File: config.mk
export PLATFORM = sky130hd
export DESIGN_NAME = shell_line_tokenizer
export DESIGN_NICKNAME = d
export VERILOG_FILES = /design/src/slt_pkg.sv /design/src/slt_lexer.sv /design/src/slt_resq.sv /design/src/shell_line_tokenizer.sv
export SDC_FILE = /design/constraint.sdc
export NUM_CORES = 1
export LEC_CHECK = 0
export BUFFER_PORTS_ARGS = -buffer_cell sky130_fd_sc_hd__buf_2
export CAP_MARGIN = 5
export CORE_MARGIN = 2
export CORE_UTILIZATION = 40
export CTS_BUF_LIST = sky130_fd_sc_hd__clkbuf_8
export DETAILED_ROUTE_END_ITERATION = 8
export GPL_TIMING_DRIVEN = 1
export PLACE_DENSITY_LB_ADDON = 0.2
export SETUP_SLACK_MARGIN = 0.4
export SLEW_MARGIN = 30
export SYNTH_ARGS = -nofsm -noshare
export SYNTH_HDL_FRONTEND = slang
export SYNTH_SLANG_ARGS = --single-unit
File: constraint.sdc
create_clock -name i_clk -period 5.77 [get_ports i_clk]
set_clock_uncertainty 0.2 [all_clocks]
set_input_delay 0.8655 -clock i_clk [delete_from_list [all_inputs] [get_ports i_clk]]
set_output_delay 0.8655 -clock i_clk [all_outputs]
set_load 0.02 [all_outputs]
File: src/slt_pkg.sv
`default_nettype none
package slt_pkg;

    localparam logic [3:0] M_BETWEEN = 4'd0;
    localparam logic [3:0] M_WORD    = 4'd1;
    localparam logic [3:0] M_QUOTE   = 4'd2;
    localparam logic [3:0] M_ESC     = 4'd3;
    localparam logic [3:0] M_GT      = 4'd4;
    localparam logic [3:0] M_SKIP    = 4'd5;

    localparam logic [2:0] KIND_BYTE     = 3'd0;
    localparam logic [2:0] KIND_WORD_END = 3'd1;
    localparam logic [2:0] KIND_OPER     = 3'd2;
    localparam logic [2:0] KIND_LINE_END = 3'd3;
    localparam logic [2:0] KIND_ERROR    = 3'd4;

    localparam logic [2:0] OP_PIPE   = 3'd0;
    localparam logic [2:0] OP_IN     = 3'd1;
    localparam logic [2:0] OP_OUT    = 3'd2;
    localparam logic [2:0] OP_APPEND = 3'd3;
    localparam logic [2:0] OP_BG     = 3'd4;

    localparam logic [1:0] ERR_NONE     = 2'd0;
    localparam logic [1:0] ERR_QUOTE    = 2'd1;
    localparam logic [1:0] ERR_TOO_LONG = 2'd2;
    localparam logic [1:0] ERR_TOO_MANY = 2'd3;

    localparam logic CFG_MAX_TOKENS   = 1'b0;
    localparam logic CFG_MAX_WORD_LEN = 1'b1;

    localparam logic [7:0] CH_NUL   = 8'h00;
    localparam logic [7:0] CH_HASH  = 8'h23;
    localparam logic [7:0] CH_BSL   = 8'h5C;
    localparam logic [7:0] CH_SQ    = 8'h27;
    localparam logic [7:0] CH_DQ    = 8'h22;
    localparam logic [7:0] CH_PIPE  = 8'h7C;
    localparam logic [7:0] CH_LT    = 8'h3C;
    localparam logic [7:0] CH_GT    = 8'h3E;
    localparam logic [7:0] CH_AMP   = 8'h26;
    localparam logic [7:0] CH_SPACE = 8'h20;
    localparam logic [7:0] CH_TAB   = 8'h09;
    localparam logic [7:0] CH_LF    = 8'h0A;
    localparam logic [7:0] CH_CR    = 8'h0D;

    typedef struct packed {
        logic [2:0] kind;
        logic [7:0] char_value;
        logic [2:0] op_code;
        logic [6:0] token_index;
        logic [1:0] error_code;
        logic [7:0] token_count;
        logic       last;
    } t_res;

    typedef struct packed {
        logic [1:0]       cnt;
        t_res [2:0]       res;
    } t_batch;

    function automatic t_res mk_res(input logic [2:0] kind, input logic [7:0] chv,
                                    input logic [2:0] op, input logic [6:0] idx,
                                    input logic [1:0] err, input logic [7:0] cnt);
        t_res r;
        r.kind        = kind;
        r.char_value  = chv;
        r.op_code     = op;
        r.token_index = idx;
        r.error_code  = err;
        r.token_count = cnt;
        r.last        = 1'b0;
        return r;
    endfunction

    function automatic logic is_space(input logic [7:0] c);
        return c == CH_SPACE || c == CH_TAB || c == CH_LF || c == CH_CR;
    endfunction

    function automatic logic is_oper(input logic [7:0] c);
        return c == CH_PIPE || c == CH_LT || c == CH_GT || c == CH_AMP;
    endfunction

endpackage
`default_nettype wire

File: src/slt_lexer.sv
`default_nettype none
module slt_lexer
    import slt_pkg::*;
#(
    parameter int TOKEN_LIMIT = 128,
    parameter int WORD_BUFFER = 256
) (
    input  wire logic       i_clk,
    input  wire logic       i_rst_n,
    input  wire logic       i_fire,
    input  wire logic [7:0] i_ch,
    input  wire logic [7:0] i_max_tokens,
    input  wire logic [7:0] i_max_word_len,
    output t_batch          o_batch
);

    localparam int TS_W = $clog2(TOKEN_LIMIT + 1);
    localparam int WL_W = $clog2(WORD_BUFFER);
    localparam logic [7:0] TOK_MAX = 8'(TOKEN_LIMIT);
    localparam logic [7:0] LEN_MAX = 8'(WORD_BUFFER - 1);

    logic [3:0]      r_mode, n_mode;
    logic            r_qc, n_qc;
    logic [WL_W-1:0] r_wl, n_wl;
    logic [TS_W-1:0] r_ts, n_ts;
    logic [1:0]      r_err, n_err;

    logic [7:0]  tok_lim, len_lim, app_c;
    logic [1:0]  n;
    t_res [2:0]  res;
    logic        run_b, do_wb, do_app, do_we, do_le;

    function automatic logic [6:0] cur_idx(input logic [TS_W-1:0] ts);
        return (ts == '0) ? 7'd0 : 7'(ts - 1'b1);
    endfunction

    always_comb begin
        tok_lim = (i_max_tokens == 8'd0) ? 8'd1 : i_max_tokens;
        if (tok_lim > TOK_MAX) begin
            tok_lim = TOK_MAX;
        end
        len_lim = (i_max_word_len == 8'd0) ? 8'd1 : i_max_word_len;
        if (len_lim > LEN_MAX) begin
            len_lim = LEN_MAX;
        end
    end

    always_comb begin
        n_mode = r_mode;
        n_qc   = r_qc;
        n_wl   = r_wl;
        n_ts   = r_ts;
        n_err  = r_err;
        n      = 2'd0;
        res    = '0;
        run_b  = 1'b0;
        do_wb  = 1'b0;
        do_app = 1'b0;
        do_we  = 1'b0;
        do_le  = 1'b0;
        app_c  = i_ch;

        case (r_mode)
            M_WORD: begin
                if (i_ch == CH_NUL || is_space(i_ch) || is_oper(i_ch)) begin
                    res[n] = mk_res(KIND_WORD_END, 8'd0, OP_PIPE, cur_idx(n_ts), ERR_NONE,
                                    8'd0);
                    n      = n + 2'd1;
                    n_wl   = '0;
                    n_mode = M_BETWEEN;
                    do_le  = (i_ch == CH_NUL);
                    run_b  = is_oper(i_ch);
                end else begin
                    do_wb = 1'b1;
                end
            end
            M_QUOTE: begin
                if (i_ch == CH_NUL) begin
                    res[n] = mk_res(KIND_ERROR, 8'd0, OP_PIPE, cur_idx(n_ts), ERR_QUOTE, 8'd0);
                    n      = n + 2'd1;
                    n_err  = ERR_QUOTE;
                    n_mode = M_SKIP;
                    do_le  = 1'b1;
                end else if (i_ch == (r_qc ? CH_DQ : CH_SQ)) begin
                    n_mode = M_WORD;
                end else begin
                    do_app = 1'b1;
                end
            end
            M_ESC: begin
                n_mode = M_WORD;
                do_app = 1'b1;
                if (i_ch == CH_NUL) begin
                    app_c = CH_BSL;
                    do_we = 1'b1;
                    do_le = 1'b1;
                end
            end
            M_GT: begin
                n_mode = M_BETWEEN;
                res[n] = mk_res(KIND_OPER, 8'd0, (i_ch == CH_GT) ? OP_APPEND : OP_OUT,
                                cur_idx(n_ts), ERR_NONE, 8'd0);
                n      = n + 2'd1;
                run_b  = (i_ch != CH_GT);
            end
            M_SKIP: begin
                do_le = (i_ch == CH_NUL);
            end
            default: begin
                n_mode = M_BETWEEN;
                run_b  = 1'b1;
            end
        endcase

        if (run_b) begin
            if (i_ch == CH_NUL) begin
                do_le = 1'b1;
            end else if (is_space(i_ch)) begin
                n_mode = n_mode;
            end else if (i_ch == CH_HASH) begin
                n_mode = M_SKIP;
            end else if (9'(n_ts) >= 9'(tok_lim)) begin
                res[n] = mk_res(KIND_ERROR, 8'd0, OP_PIPE, 7'(n_ts), ERR_TOO_MANY, 8'd0);
                n      = n + 2'd1;
                n_err  = ERR_TOO_MANY;
                n_mode = M_SKIP;
            end else begin
                n_ts = TS_W'(n_ts + 1'b1);
                if (i_ch == CH_GT) begin
                    n_mode = M_GT;
                end else if (is_oper(i_ch)) begin
                    res[n] = mk_res(KIND_OPER, 8'd0,
                                    (i_ch == CH_PIPE) ? OP_PIPE :
                                    ((i_ch == CH_LT) ? OP_IN : OP_BG),
                                    cur_idx(n_ts), ERR_NONE, 8'd0);
                    n      = n + 2'd1;
                end else begin
                    n_wl   = '0;
                    n_mode = M_WORD;
                    do_wb  = 1'b1;
                end
            end
        end

        if (do_wb) begin
            if (i_ch == CH_SQ || i_ch == CH_DQ) begin
                n_qc   = (i_ch == CH_DQ);
                n_mode = M_QUOTE;
            end else if (i_ch == CH_BSL) begin
                n_mode = M_ESC;
            end else begin
                do_app = 1'b1;
            end
        end

        if (do_app) begin
            if (9'(n_wl) >= 9'(len_lim)) begin
                res[n] = mk_res(KIND_ERROR, 8'd0, OP_PIPE, cur_idx(n_ts), ERR_TOO_LONG, 8'd0);
                n      = n + 2'd1;
                n_err  = ERR_TOO_LONG;
                n_mode = M_SKIP;
            end else begin
                n_wl   = WL_W'(n_wl + 1'b1);
                res[n] = mk_res(KIND_BYTE, app_c, OP_PIPE, cur_idx(n_ts), ERR_NONE, 8'd0);
                n      = n + 2'd1;
            end
        end

        if (do_we && n_mode == M_WORD) begin
            res[n] = mk_res(KIND_WORD_END, 8'd0, OP_PIPE, cur_idx(n_ts), ERR_NONE, 8'd0);
            n      = n + 2'd1;
            n_wl   = '0;
            n_mode = M_BETWEEN;
        end

        if (do_le) begin
            res[n] = mk_res(KIND_LINE_END, 8'd0, OP_PIPE, 7'd0, n_err, 8'(n_ts));
            n      = n + 2'd1;
            n_mode = M_BETWEEN;
            n_qc   = 1'b0;
            n_wl   = '0;
            n_ts   = '0;
            n_err  = ERR_NONE;
        end

        if (n != 2'd0) begin
            res[n - 2'd1].last = 1'b1;
        end

        o_batch.cnt = n;
        o_batch.res = res;
    end

    always_ff @(posedge i_clk) begin
        if (!i_rst_n) begin
            r_mode <= M_BETWEEN;
            r_qc   <= 1'b0;
            r_wl   <= '0;
            r_ts   <= '0;
            r_err  <= ERR_NONE;
        end else if (i_fire) begin
            r_mode <= n_mode;
            r_qc   <= n_qc;
            r_wl   <= n_wl;
            r_ts   <= n_ts;
            r_err  <= n_err;
        end
    end

    a_err_skips: assert property (@(posedge i_clk) disable iff (!i_rst_n)
        (r_err != ERR_NONE) |-> (r_mode == M_SKIP))
        else $error("line error held outside skip mode");

    a_tokens_bounded: assert property (@(posedge i_clk) disable iff (!i_rst_n)
        9'(r_ts) <= 9'(TOKEN_LIMIT))
        else $error("token count beyond limit");

endmodule
`default_nettype wire

File: src/slt_resq.sv
`default_nettype none
module slt_resq
    import slt_pkg::*;
(
    input  wire logic   i_clk,
    input  wire logic   i_rst_n,
    input  wire logic   i_load,
    input  wire t_batch i_batch,
    input  wire logic   i_out_stall,
    output logic        o_room,
    output logic        o_valid,
    output t_res        o_res
);

    t_res       r_buf [3];
    logic [1:0] r_cnt;
    logic [1:0] r_rd;
    logic       take;

    assign o_valid = (r_cnt != 2'd0);
    assign o_res   = r_buf[r_rd];
    assign take    = o_valid && !i_out_stall;
    assign o_room  = (r_cnt == 2'd0) || (r_cnt == 2'd1 && take);

    always_ff @(posedge i_clk) begin
        if (!i_rst_n) begin
            r_cnt <= 2'd0;
            r_rd  <= 2'd0;
        end else if (i_load) begin
            r_cnt <= i_batch.cnt;
            r_rd  <= 2'd0;
        end else if (take) begin
            r_cnt <= r_cnt - 2'd1;
            r_rd  <= r_rd + 2'd1;
        end
    end

    always_ff @(posedge i_clk) begin
        if (i_load) begin
            r_buf[0] <= i_batch.res[0];
            r_buf[1] <= i_batch.res[1];
            r_buf[2] <= i_batch.res[2];
        end
    end

    a_load_when_room: assert property (@(posedge i_clk) disable iff (!i_rst_n)
        i_load |-> o_room)
        else $error("batch loaded over pending results");

    a_last_is_final: assert property (@(posedge i_clk) disable iff (!i_rst_n)
        (o_valid && o_res.last) |-> (r_cnt == 2'd1))
        else $error("last flag on a result that is not the final one");

endmodule
`default_nettype wire

File: src/shell_line_tokenizer.sv
`default_nettype none
// Channel   Direction  Handshake                 Payload
// in        sink       i_in_valid / o_in_stall   i_ch
// out       source     o_out_valid / i_out_stall o_kind .. o_last
// cfg       sink       i_cfg_we                  i_cfg_index, i_cfg_data
//
// A byte passes an input register, is tokenized combinationally and its results
// (zero to three) land in a three-entry result buffer.
// One byte per cycle while the output is not stalled and each byte yields at most
// one result; a byte with more results holds the input while the buffer drains.
// An input beat reaches the output through the input register and then the result buffer.
// Reset is synchronous, active low; the limits return to 128 tokens and 255 bytes.
// A stall on the output holds the current result and backs up into o_in_stall.
module shell_line_tokenizer
    import slt_pkg::*;
#(
    parameter int TOKEN_LIMIT = 128,
    parameter int WORD_BUFFER = 256
) (
    input  wire logic       i_clk,
    input  wire logic       i_rst_n,
    input  wire logic       i_in_valid,
    output logic            o_in_stall,
    input  wire logic [7:0] i_ch,
    output logic            o_out_valid,
    input  wire logic       i_out_stall,
    output logic [2:0]      o_kind,
    output logic [7:0]      o_char_value,
    output logic [2:0]      o_op_code,
    output logic [6:0]      o_token_index,
    output logic [1:0]      o_error_code,
    output logic [7:0]      o_token_count,
    output logic            o_last,
    input  wire logic       i_cfg_we,
    input  wire logic       i_cfg_index,
    input  wire logic [7:0] i_cfg_data
);

    logic       r_in_valid;
    logic [7:0] r_in_ch;
    logic [7:0] r_max_tokens;
    logic [7:0] r_max_word_len;
    logic       room, fire, accept;
    t_batch     batch;
    t_res       res;

    assign fire       = r_in_valid && room;
    assign o_in_stall = r_in_valid && !room;
    assign accept     = i_in_valid && !o_in_stall;

    always_ff @(posedge i_clk) begin
        if (!i_rst_n) begin
            r_in_valid <= 1'b0;
        end else if (accept) begin
            r_in_valid <= 1'b1;
        end else if (fire) begin
            r_in_valid <= 1'b0;
        end
    end

    always_ff @(posedge i_clk) begin
        if (accept) begin
            r_in_ch <= i_ch;
        end
    end

    always_ff @(posedge i_clk) begin
        if (!i_rst_n) begin
            r_max_tokens   <= 8'd128;
            r_max_word_len <= 8'd255;
        end else if (i_cfg_we) begin
            if (i_cfg_index == CFG_MAX_TOKENS) begin
                r_max_tokens <= i_cfg_data;
            end
            if (i_cfg_index == CFG_MAX_WORD_LEN) begin
                r_max_word_len <= i_cfg_data;
            end
        end
    end

    slt_lexer #(
        .TOKEN_LIMIT (TOKEN_LIMIT),
        .WORD_BUFFER (WORD_BUFFER)
    ) u_lexer (
        .i_clk          (i_clk),
        .i_rst_n        (i_rst_n),
        .i_fire         (fire),
        .i_ch           (r_in_ch),
        .i_max_tokens   (r_max_tokens),
        .i_max_word_len (r_max_word_len),
        .o_batch        (batch)
    );

    slt_resq u_resq (
        .i_clk       (i_clk),
        .i_rst_n     (i_rst_n),
        .i_load      (fire),
        .i_batch     (batch),
        .i_out_stall (i_out_stall),
        .o_room      (room),
        .o_valid     (o_out_valid),
        .o_res       (res)
    );

    assign o_kind        = res.kind;
    assign o_char_value  = res.char_value;
    assign o_op_code     = res.op_code;
    assign o_token_index = res.token_index;
    assign o_error_code  = res.error_code;
    assign o_token_count = res.token_count;
    assign o_last        = res.last;

endmodule
`default_nettype wire

==> results.txt <==
- Across all register-to-register paths, the minimum setup slack is around 710 ps.
* Worst Max-Slew Pin Slew: about 850 ps
* H-tree depth reported by CTS: 4
- The initial antenna violation count was 0.
- Cell internal power dissipation: between 2 and 2.5 mW
- STA classifies the critical path startpoint as a flop.
* Pre-CTS setup slack: ~480 ps
- Number of instances in the synthesized netlist: between 900 and 1,000
- Wire length of the first global-routing pass: roughly 36,000 µm
- Seq/Total Area, Yosys: approximately 45%
- In this run, the clock network consumes ~28% of the power.
- Final standard cell area without fillers: just under 10,000 µm²
* Detailed-route DRC error count: 0
- For this design the total switching power over the nets is 1.14 mW.
- Synthesis inferred between 100 and 150 register bits.
- Data on the critical path is required at its endpoint by a little under 6000 ps.
* Placed cell area: roughly 9300 µm²
* Critical path's top delay family: compound AO/OA/AOI/OAI gates
- Core footprint: 21,600 µm²
- STA classifies the critical path endpoint as a flop.
* Cell area power density: 330 nW/µm²
- CTS sink cnt: ~150
- Vias post-DR: a little over 7,000
- The via count of the first global-routing pass came to about 6,700.
* Gr usage total: 19.3%
* Core Util, Final: around 46%
- Mapped cell area: between 8000 and 9000 µm²
* Net total in the final layout: 1,044
* Initial core utilization: about 40%
- Quantity of I/O buffers inserted on ports: between 50 and 60
- Syn_area_per_cell: between 9 and 10 µm²
- Clock tree synthesis inserted a total of 17 buffers.
* Total negative slack for setup checks: 0 ps
- Number of synthesized flops with an enable pin: 100
- At the worst endpoint, the arrival time is between 5000 and 6000 ps.
- In this run the core area contains 54 standard-cell rows.
* CP max FO: 8
- Of the cells placed in the final design, the portion with a size suffix greater than 1 is 16.6%.
* Die ar.: around 23,000 µm²
- The final hold violation count is 0.
- Chip Width: 152 µm
* Final clock period utilization by the worst path: between 80% and 90%
- Number of hold buffers added after cts: 0
* Largest area contributor in the synthesized netlist: edfxtp_1
- Relative to the synthesized area, the layout overhead comes to 13.4%.
- Highest cell delay on the worst timing path: slightly above 500 ps
- Fin worst setup slack: between 700 and 800 ps
- The die is approximately 150 µm tall.
- Final setup violation count: 0
- The first detailed-routing pass took 5 iterations.
- For this design the top-level I/O count stands at 56.
- Hold timing on the final database bottoms out at a slack of ~270 ps.
- The cell sitting at the root of the clock tree is a clkbuf_8.
* Count of yosys warnings during synthesis: 0
- For this run the aggregate overflow at the end of global routing stands at 0.
* Slowest stage cell, crit path: edfxtp_1
- The critical path goes through or3b_4 -> a211o_4 -> inv_1 -> and2_1 -> nor3_2 -> inv_1 -> ha_1 -> nand3_1 -> a21oi_1 -> nor2_2 -> inv_1 -> ha_1 -> mux2i_2 -> inv_1 -> ha_1 -> a21o_1 -> ha_1 -> and2_1 -> a2111oi_0 -> a31o_2.
* Top area cells in the synthesized netlist: edfxtp_1 34%, dfxtp_1 11%, nand2_1 5.2%, ha_1 5.1%, mux2i_1 4.0%
* Wire length per cell: 17.5 µm
* Antenna-violating nets left: 0
* Critical path buffers and inverters: 4
- Clock transition at the registers of the reported paths: roughly 90 ps
- Relative contribution of combinational cells to total power: 31.2%
- Measured against its own limit, the worst slew margin works out to 42.9%.
* Vias per Instance: ~5.6
- Portion of synthesized cell area occupied by the leading cell type: between 30% and 40%
- Diodes inserted: 0
- The synthesized netlist contains 85 unique library cells.
* Final Slew Violations: 0
- Setup repair after global routing left no endpoint under its margin.
- The congestion estimate from routability-driven global placement came to 0.899.
- Maximum ir drop on the vdd rail: between 0.15 and 0.2 mV
- Detailed Route WL: between 20,000 and 25,000 µm
- The flow ran to the end, and the final reports show no timing, DRC or antenna violations.
- Async set-or-reset flop fraction in the synthesized netlist: 0%
- The clock reaches the later pin of the worst-skew pair after approximately 460 ps.
- Highest Clock Rate: a little under 200 MHz
- TritonCTS built the clock tree.
- Counting I/O delays and the setup requirement, the final critical path takes 5060 ps.
- Of the total power, the share spent switching nets is a little over a third.
- Entering global routing, the biggest net connects 85 pins.
* Type of the most critical hold path: flop to flop
- Type of the setup path with the least slack: flop to flop
- Dpl hpwl: ~16,000 µm
- Across the run, the number of max-cap violations was 0.
* Primary FF master, synth: edfxtp_1
- Initial DRC Count: approximately 560
- The analysis attributes to cell leakage a power of about 3.9 nW.
* Flop pwr share: between 40% and 50%
- Synthesis produced a netlist with a net count of roughly 1,000.
- The clock passes through at most 2 buffers.
## power by group through the flow
| stage | logic [mW] | clock network, mW | registers, mW |
|---|---|---|---|
| floorplan | 0.724 | 0 | 1.34 |
| global placement | 0.990 | 0 | 1.35 |
| detailed placement | 0.991 | 0 | 1.35 |
| CTS | 0.997 | 0.950 | 1.33 |
| global route | 1.12 | 0.993 | 1.34 |
| finish | 1.02 | 0.932 | 1.32 |
## cell families after synthesis
| logic type | share of synthesized area [%] |
|---|---|
| AND/OR/NAND/NOR | 23.0 |
| buffers and inverters | 3.82 |
| multiplexers | 4.00 |
| flip-flops | 44.8 |
| XOR/XNOR | 1.76 |
| AO/OA/AOI/OAI | 17.5 |
| adder cells (fa/ha/maj) | 5.15 |
## state kept, by name (all words and copies together) (netlist names), named ones only
signal and count:
u_resq.r_buf 92, r_in_ch 8, r_max_tokens 8, r_max_word_len 8
u_lexer.r_ts 8, u_lexer.r_wl 8, u_lexer.r_mode 4, u_lexer.r_err 2
u_resq.r_cnt 2, u_resq.r_rd 2, r_in_valid 1, u_lexer.r_qc 1
## worst min-delay path: cells and delay by family (launching register included)
kind,cells,cell delay (ps)
simple gates,1,40
flops,1,340
compound gates,1,60
## stage by stage
step / power (mW) / instances
final: 3.28 / 1279
after global routing: 3.45 / 1279
after CTS: 3.27 / 1267
after detailed placement: 2.34 / 1235
after global placement: 2.34 / 1235
after floorplan: 2.06 / 931
## layout by cell type (no fill, tap or decap), drive strengths merged, types with 11 or more instances in the layout
cell type,count
clkbuf,17
nand4,12
o21ai,73
nor3,19
a21o,13
a21boi,11
a211oi,12
edfxtp,100
inv,35
nor2,86
dfxtp,46
o211ai,13
and2,20
nand3,29
ha,36
buf,91
mux2i,35
and3,31
a21oi,26
nand2,121
## cells in the mapped netlist, types with 3 or more instances
master,number
a21o_1,13
nor4_1,7
o221ai_1,3
nor2b_1,10
o22ai_1,7
o31ai_1,10
a22o_1,4
edfxtp_1,100
a31oi_1,6
o211ai_1,12
o21a_1,7
xor2_1,7
xnor2_1,8
ha_1,36
and3b_1,3
dfxtp_1,46
o21ai_0,68
nand4_1,12
clkbuf_1,45
o21ai_1,5
nand4b_1,3
o211a_1,4
and3_1,31
buf_1,5
a211oi_1,9
a211oi_2,3
nor3_1,16
a21boi_0,9
and2_1,18
nand3_1,28
inv_1,29
buf_2,3
a21oi_1,26
nor2_1,85
o2111ai_1,3
or2_2,6
a211o_1,6
a32o_1,4
nor3_2,3
nand2_1,121
nor3b_1,5
mux2i_1,35
or3_1,8
and4_1,5
nand2b_1,10
## path summary, 6_finish.rpt
kind | endpoint | startpoint | cells past startpoint
worst max-delay path | u_resq.r_buf[0][13] | r_in_ch[3] | 20
worst min-delay path | u_lexer.r_err[1] | u_lexer.r_err[1] | 2
worst max register to register | u_resq.r_buf[0][13] | r_in_ch[3] | 20
worst min register to register | u_lexer.r_err[1] | u_lexer.r_err[1] | 2
## repair_timing
action | in CTS | in global routing
buffers inserted | 0 | 12
gates resized for setup | 0 | 10
endpoints found under the setup margin | 0 | 79
endpoints found under the hold margin | 0 | 0
## layout make-up
| cell class | count | area, µm² |
|---|---|---|
| inverter | 30 | 114 |
| fill | 2082 | 11700 |
| sequential | 146 | 3930 |
| clock buffer | 17 | 234 |
| multi-input combinational | 700 | 4530 |
| clock inverter | 15 | 223 |
| tap | 280 | 350 |
| timing repair buffer | 91 | 549 |
## per-layer routing
metal | wire (µm) | GRT usage, %
met1 | 10900 | 27.5
met2 | 9980 | 29.9
met3 | 879 | 2.82
met4 | 588 | 7.48
met5 | 0 | 0
Power figures use the tool's default switching activity.
